$ cat src/rtl/rational_bezier_point_eval_assert.svh
// assertion macros for the rational bezier point evaluator
// used by the top level only, no other dependencies
`ifndef RATIONAL_BEZIER_POINT_EVAL_ASSERT_SVH
`define RATIONAL_BEZIER_POINT_EVAL_ASSERT_SVH

// same-cycle implication
`define RBPE_ASSERT_NOW(lbl, clk, rst, ante, cons, msg) \
   lbl: assert property (@(posedge clk) disable iff (rst) (ante) |-> (cons)) \
      else $error(msg);

// next-cycle implication
`define RBPE_ASSERT_NEXT(lbl, clk, rst, ante, cons, msg) \
   lbl: assert property (@(posedge clk) disable iff (rst) (ante) |=> (cons)) \
      else $error(msg);

`endif

$ cat src/rtl/rbpe_pkg.sv
// shared types and constants of the rational bezier point evaluator
// no dependencies
package rbpe_pkg;

   localparam int MAX_POINTS_DEF = 16;

   localparam int COORD_W  = 32;
   localparam int WEIGHT_W = 16;
   localparam int SAMPLE_W = 10;
   localparam int ERR_W    = 2;
   localparam int FRAC_W   = 16;
   localparam int Q_W      = FRAC_W + 1;   // holds 1.0 in q1.16
   localparam int WB_W     = 24;           // weighted basis
   localparam int SUMW_W   = 30;           // weight sum over up to 64 points
   localparam int ACC_W    = 64;

   localparam logic [SAMPLE_W-1:0] SAMPLE_RESET = SAMPLE_W'(100);
   localparam logic [SAMPLE_W-1:0] SAMPLE_MIN   = SAMPLE_W'(50);
   localparam logic [Q_W-1:0]      ONE_Q        = Q_W'(65536);

   localparam logic REQ_LOAD = 1'b0;
   localparam logic REQ_EVAL = 1'b1;

   localparam logic [ERR_W-1:0] ERR_OK      = 2'd0;
   localparam logic [ERR_W-1:0] ERR_EMPTY   = 2'd1;
   localparam logic [ERR_W-1:0] ERR_RANGE   = 2'd2;
   localparam logic [ERR_W-1:0] ERR_ZERO_WT = 2'd3;

   typedef struct packed {
      logic signed [COORD_W-1:0] x;
      logic signed [COORD_W-1:0] y;
      logic signed [COORD_W-1:0] z;
      logic [WEIGHT_W-1:0]       w;
   } point_type;

   typedef struct packed {
      logic              start;
      logic [ACC_W-1:0]  dividend;
      logic [SUMW_W-1:0] divisor;
   } div_req_type;

   typedef struct packed {
      logic             busy;
      logic             done;
      logic [ACC_W-1:0] quotient;
   } div_rsp_type;

endpackage

$ cat src/rtl/rbpe_div.sv
// bit-serial restoring divider, one quotient bit per cycle
// depends on rbpe_pkg
module rbpe_div (
   input  logic                  clock,
   input  logic                  reset,
   input  rbpe_pkg::div_req_type req,
   output rbpe_pkg::div_rsp_type rsp
);
   import rbpe_pkg::*;

   localparam int CNT_W = $clog2(ACC_W + 1);

   logic              busy_ff;
   logic              done_ff;
   logic [CNT_W-1:0]  cnt_ff;
   logic [SUMW_W-1:0] rem_ff;
   logic [SUMW_W-1:0] dsr_ff;
   logic [ACC_W-1:0]  quo_ff;

   logic [SUMW_W:0]   trial;
   logic              ge;
   logic [SUMW_W:0]   diff;

   always_comb begin
      trial = {rem_ff, quo_ff[ACC_W-1]};
      ge    = trial >= {1'b0, dsr_ff};
      diff  = trial - {1'b0, dsr_ff};
   end

   always_ff @(posedge clock) begin
      if (reset) begin
         busy_ff <= 1'b0;
         done_ff <= 1'b0;
         cnt_ff  <= '0;
      end else begin
         done_ff <= 1'b0;
         if (req.start) begin
            busy_ff <= 1'b1;
            cnt_ff  <= CNT_W'(ACC_W);
         end else if (busy_ff) begin
            cnt_ff <= cnt_ff - CNT_W'(1);
            if (cnt_ff == CNT_W'(1)) begin
               busy_ff <= 1'b0;
               done_ff <= 1'b1;
            end
         end
      end
   end

   // dividend shifts out at the top while quotient bits enter at the bottom
   always_ff @(posedge clock) begin
      if (req.start) begin
         rem_ff <= '0;
         dsr_ff <= req.divisor;
         quo_ff <= req.dividend;
      end else if (busy_ff) begin
         rem_ff <= ge ? diff[SUMW_W-1:0] : trial[SUMW_W-1:0];
         quo_ff <= {quo_ff[ACC_W-2:0], ge};
      end
   end

   assign rsp.busy     = busy_ff;
   assign rsp.done     = done_ff;
   assign rsp.quotient = quo_ff;

endmodule

$ cat config.mk
export PLATFORM = sky130hd
export DESIGN_NAME = rbpe_div
export DESIGN_NICKNAME = d
export VERILOG_FILES = /design/src/rtl/rational_bezier_point_eval_assert.svh /design/src/rtl/rbpe_pkg.sv /design/src/rtl/rbpe_div.sv
export SDC_FILE = /design/constraint.sdc
export NUM_CORES = 1
export LEC_CHECK = 0
export BUFFER_PORTS_ARGS = -buffer_cell sky130_fd_sc_hd__buf_2
export CORE_MARGIN = 4
export CORE_UTILIZATION = 45
export CTS_CLUSTER_SIZE = 14
export DETAILED_ROUTE_END_ITERATION = 6
export GPL_TIMING_DRIVEN = 0
export HOLD_SLACK_MARGIN = 0.1
export PLACE_DENSITY_LB_ADDON = 0.05
export SYNTH_ARGS = -nofsm -noshare
export SYNTH_HDL_FRONTEND = slang
export SYNTH_SLANG_ARGS = --single-unit
export TNS_END_PERCENT = 50
$ cat constraint.sdc
create_clock -name clock -period 3.08 [get_ports clock]
set_input_delay 0.154 -clock clock [delete_from_list [all_inputs] [get_ports clock]]
set_output_delay 0.154 -clock clock [all_outputs]
set_load 0.01 [all_outputs]
## After elaboration in Yosys (flattened, before gate mapping)

Cells that the tools add are included.

- Add/subtract/negate cells: 2
- Mux-type cells: 9
- $lt $le $gt $ge: 1
- Reduce and logical (&&, ||, !) cells: 3
- Equality and inequality tests: 1
- Bitwise logic cells: 1

Operators by type and width:

| operator | number |
|---|---|
| 64-bit two-way mux | 2 |
| 31-bit by 30-bit greater-or-equal comparator with 1-bit output | 1 |
| 30-bit two-way mux | 1 |
| 30-bit subtractor | 1 |
| 7-bit two-way mux | 2 |
| 7-bit by 1-bit equality test with 1-bit output (second input constant) | 1 |
| 7-bit by 1-bit subtractor with 7-bit output (second input constant) | 1 |
| 1-bit two-way mux | 4 |
| 3-bit OR reduction | 1 |
| 2-bit nonzero test | 1 |
| 2-bit OR reduction | 1 |
| 1-bit inverter | 1 |

- Logic and storage cells: 24
- Flip-flop bits (word level): 133
- Output and inout bits: 66
- Bits of input ports: 97

## Depth between registers and ports, before layout

- Depth in word-level cells: 4
- Gate-level depth with buffers: 14
- Mapped depth without buffers: 13

## Worst setup path before layout

Ideal clock, no wire load.

- Path type: register to register
- Start: reg dsr_ff[23]
- End: reg rem_ff[15]
- Setup time: 0.115 ns
- Arrival: 2.765 ns
- Path slack: 0.200 ns
- Buffers on the path: 2
- Cell stages (with the launch flop): 13
- Data required time: 2.965 ns
- Period minus slack after synthesis: 2.880 ns
- Cells stage by stage: edfxtp_1 -> inv_1 -> ha_1 -> buf_2 -> nand2_1 -> or2_0 -> or4_1 -> o311a_1 -> o211ai_2 -> a311o_2 -> buf_12 -> mux2_2 -> o21a_1

- Longest elaborated chain between the ends: 2

Ends and longest elaborated chain:

| what | line | text |
|---|---|---|
| from (decl) | rbpe_div.sv:17 | `logic [SUMW_W-1:0] dsr_ff;` |
| from (signal assigned) | rbpe_div.sv:54 | `dsr_ff <= req.divisor;` |
| 31-bit by 30-bit greater-or-equal comparator with 1-bit output | rbpe_div.sv:26 | `ge = trial >= {1'b0, dsr_ff};` |
| 30-bit two-way mux | rbpe_div.sv:57 | `rem_ff <= ge ? diff[SUMW_W-1:0] : trial[SUMW_W-1:0];` |
| to (signal assigned) | rbpe_div.sv:57 |  |
| to (decl) | rbpe_div.sv:16 | `logic [SUMW_W-1:0] rem_ff;` |

No other way between the ends.
A chain may end at the register's enable or synchronous reset.

## Worst setup path after layout

- Start: reg dsr_ff[1]
- End: reg quo_ff[0], data pin

- Longest elaborated chain between the ends: 3

Ends and longest elaborated chain:

| what | line | text |
|---|---|---|
| 31-bit by 30-bit greater-or-equal comparator with 1-bit output | rbpe_div.sv:26 |  |
| 64-bit two-way mux | rbpe_div.sv:56 | `end else if (busy_ff) begin` |
| 64-bit two-way mux | rbpe_div.sv:52 | `if (req.start) begin` |
| to (signal assigned) | rbpe_div.sv:55 | `quo_ff <= req.dividend;` |
| to (signal assigned) | rbpe_div.sv:58 | `quo_ff <= {quo_ff[ACC_W-2:0], ge};` |
| to (decl) | rbpe_div.sv:18 | `logic [ACC_W-1:0] quo_ff;` |

No other way between the ends. The select of a mux whose other input is x is not followed.

==> summary.txt <==
Logic synthesis
  – Post-synthesis compound-gate area fraction: 0.1267
  – Post-synthesis mux area share: 0.1312
  – Syn Area/Cell: 11.45 um^2
  – Mapped cell area: 0.007030 mm^2
  – Area share of fa/ha/maj cells after synthesis: 0.06158
  – Main combinational cell family by area after synthesis: multiplexers
  – Top cells by area, synth: edfxtp_1, dfxtp_1, mux2_2, ha_1, mux2i_1
  – Post-synth EDFFs: 94
  – Ys flop type: edfxtp_1
  – Sequential area share after synthesis: 0.5125
  – Post-synth top area share: 0.4015
  – Simple-Gate Fraction of Synth Area: 0.08489
  – Warnings, synthesis: 0
  – Async SR Flop Fraction: 0
  – Cell taking the most area after synthesis: edfxtp_1
  – XOR/XNOR Fraction of Synth Area: 0.03488
  – Syn Nets: 745
  – Syn Inst Count: 614
  – Netlist cell types: 61
  – Register bit count reported by yosys: 133

Route
  – DR pass1 iterations: 4
  – Iter 0 DRT Violations: 278
  – Vias per cell: 5.116
  – Remaining DRCs: 0
  – Final wirelength: 17940 um
  – Post-DR wirelength/cell: 15.95 um
  – Routed vias: 5756
  – Antenna-violating nets left: 0

Timing
  – Final hold vios: 0
  – Max-slew violations: 0
  – Period minus WS final: 3.037 ns
  – Fmax: 329.3 MHz
  – Worst Max-Slew Pin Slew: 0.8427 ns
  – Max Clock Skew: 0.009482 ns
  – Setup_tns: 0 ns
  – Unrepaired setup endpoints after global routing: true
  – Final setup fails: 0
  – Slew headroom: 0.4382
  – Period utilisation layout: 0.9859
  – Min Hold Slack: 0.3363 ns

Worst setup path
  – Cell family with most CP delay: compound AO/OA/AOI/OAI gates
  – Flop-to-flop setup slack: 0.04 ns
  – Crit Path Category: register to register
  – CP startpoint: dsr_ff[1]$_DFFE_PP_
  – RR Startpoint: dsr_ff[1]$_DFFE_PP_
  – Worst Path Buf+Inv: 3
  – CP max stage cell: a311o_2
  – CP Capture Type: register
  – Req. time, crit path: 3.25 ns
  – CP cell instances: inv_2, ha_1, nor2b_1, o31ai_2, a311oi_2, nor3_2, o211ai_2, a311o_2, buf_12, buf_12, mux2_2
  – Most common cell type on the critical path: buf_12
  – Slowest cell delay on critical path: 0.46 ns
  – Reg2reg path depth: 11
  – CP Depth: 11
  – CP Launch Type: register
  – Crit-path max FO: 10
  – Worst EP arrival: 3.21 ns

Finish
  – Final nets: 1032
  – Final instance area: 0.009957 mm^2
  – # diodes: 0
  – Commonest non-fill, non-tap cell in the layout: buf_2
  – Share of cells above drive strength 1: 0.3446
  – Layout area overhead: 41.63%
  – Most frequent cells in the layout: buf_2, dlygate4sd3_1, edfxtp_1

GRT
  – Vias in the first global route: 6072
  – First-pass GRT wire length: 29480 um
  – GRT Overall Usage: 0.2052
  – GRT Residual Overflow: 0
  – Initial antenna violation count: 0
  – Pin count of the biggest net entering global routing: 65

Floorplanning
  – Io pins: 163
  – Starting Density: 0.4608
  – Die Wd: 133.0 um
  – Row cnt: 45
  – Die area: 0.01769 mm^2
  – Area of the core: 0.01526 mm^2
  – Chip height: 133.0 um

Hold path
  – Hold Path Depth: 1
  – Hold Path Class: primary input to register
  – Min-Delay Startpoint: req[94]

CTS
  – CTS Buffer Depth: 2
  – CTS tree: built
  – H-tree levels: 4
  – CTS Root Cell: clkbuf_16
  – Clock latency on the worst-skew pair: 0.43 ns
  – CTS Buf Count: 17
  – Clock transition at path regs: 0.06 ns
  – Sink Count: 133

Placement
  – IO buf count: 162
  – Post-DP HPWL: 12040 um
  – Placed Area: 0.008113 mm^2
  – Gp weighted congestion: 0.8618

Job
  – Number of max-cap violations: 0

Power and ir drop
  – Worst vdd ir: 0.4458 mV
  – Cell Pwr Density: 554.4 mW/mm^2
  – P_leak: 0.004144 uW

Run status
  – Outcome: finished clean
Yosys cell counts, types with 2 or more instances:
master and number:
edfxtp_1 94, mux2_2 65, nor2_1 50, inv_1 43
dfxtp_1 39, ha_1 33, a21oi_1 31, nand2_1 31
a211oi_1 25, mux2i_1 19, o21ai_0 19, xnor2_1 18
clkbuf_1 17, a21o_1 13, xor2_1 10, nor3_1 9
a31oi_1 8, nand3_1 8, o21a_1 6, buf_1 5
nor2b_1 5, nand4_1 4, o21ai_1 4, a21boi_0 3
and4_1 3, nand2b_1 3, o21bai_1 3, o22ai_1 3
a2111oi_0 2, buf_12 2, buf_2 2, buf_4 2
nand3_2 2, nor4b_1 2, o2111ai_1 2, o211ai_1 2
or2_2 2, or3_1 2
per-stage QoR:
stage                     worst slack [ns]  total power [uW]    util  cells
final                              0.04338              5520  0.6526   1125
after global routing              -0.05476              5787  0.6526   1125
after CTS                         0.007271              5473  0.6382   1119
after detailed placement           -0.1527              3276  0.5317    987
after global placement             -0.8311              3262  0.5312    987
after floorplan                     0.2003              2944       -    614
timing repair:
| action | in CTS | in global routing |
|---|---|---|
| gates resized for setup | 11 | 33 |
| cloned | 0 | 1 |
| hold buffers | 95 | 0 |
| endpoints found under the setup margin | 15 | 30 |
| buffers inserted | 5 | 7 |
| endpoints found under the hold margin | 96 | 0 |
| pin swaps | 2 | 18 |
power by group:
group,total (uW),switching (uW),internal (uW)
Clock,2060,848,1210
Sequential,2210,96.2,2110
Combinational,1250,626,624
Total,5520,1570,3950
sequential cells by signal, summed over array words and instances (netlist names):
register  cells
quo_ff       64
rem_ff       30
dsr_ff       30
cnt_ff        7
done_ff       1
busy_ff       1
layer usage:
layer | track usage | share of wire | wire [um] | vias to the layer above
met5 | 0 | 0 | 0 | -
met4 | 0.06062 | 0.016 | 282 | 0
met3 | 0.05703 | 0.051 | 907 | 24
met2 | 0.3561 | 0.51 | 9109 | 146
met1 | 0.2486 | 0.43 | 7644 | 2744
li1 | - | - | - | 2842
final timing paths:
path | to
max | quo_ff[0]$_DFFE_PP_
min | dsr_ff[1]$_DFFE_PP_
min reg2reg | cnt_ff[1]$_SDFFE_PP0P_
max reg2reg | quo_ff[0]$_DFFE_PP_
layout make-up:
type | count | area [um^2]
inverter | 44 | 165.2
clock inverter | 15 | 166.4
timing repair buffer | 270 | 1897
clock buffer | 17 | 425.4
buffer | 28 | 176.4
multi-input combinational | 407 | 3256
tap | 211 | 264.0
fill | 1216 | 5301
sequential | 133 | 3607
cells by family after synthesis:
logic type,after synthesis
flip-flops,133
AND/OR/NAND/NOR,127
XOR/XNOR,28
buffers and inverters,74
AO/OA/AOI/OAI,134
adder cells (fa/ha/maj),34
multiplexers,84
(Power assumes the default switching activity.)
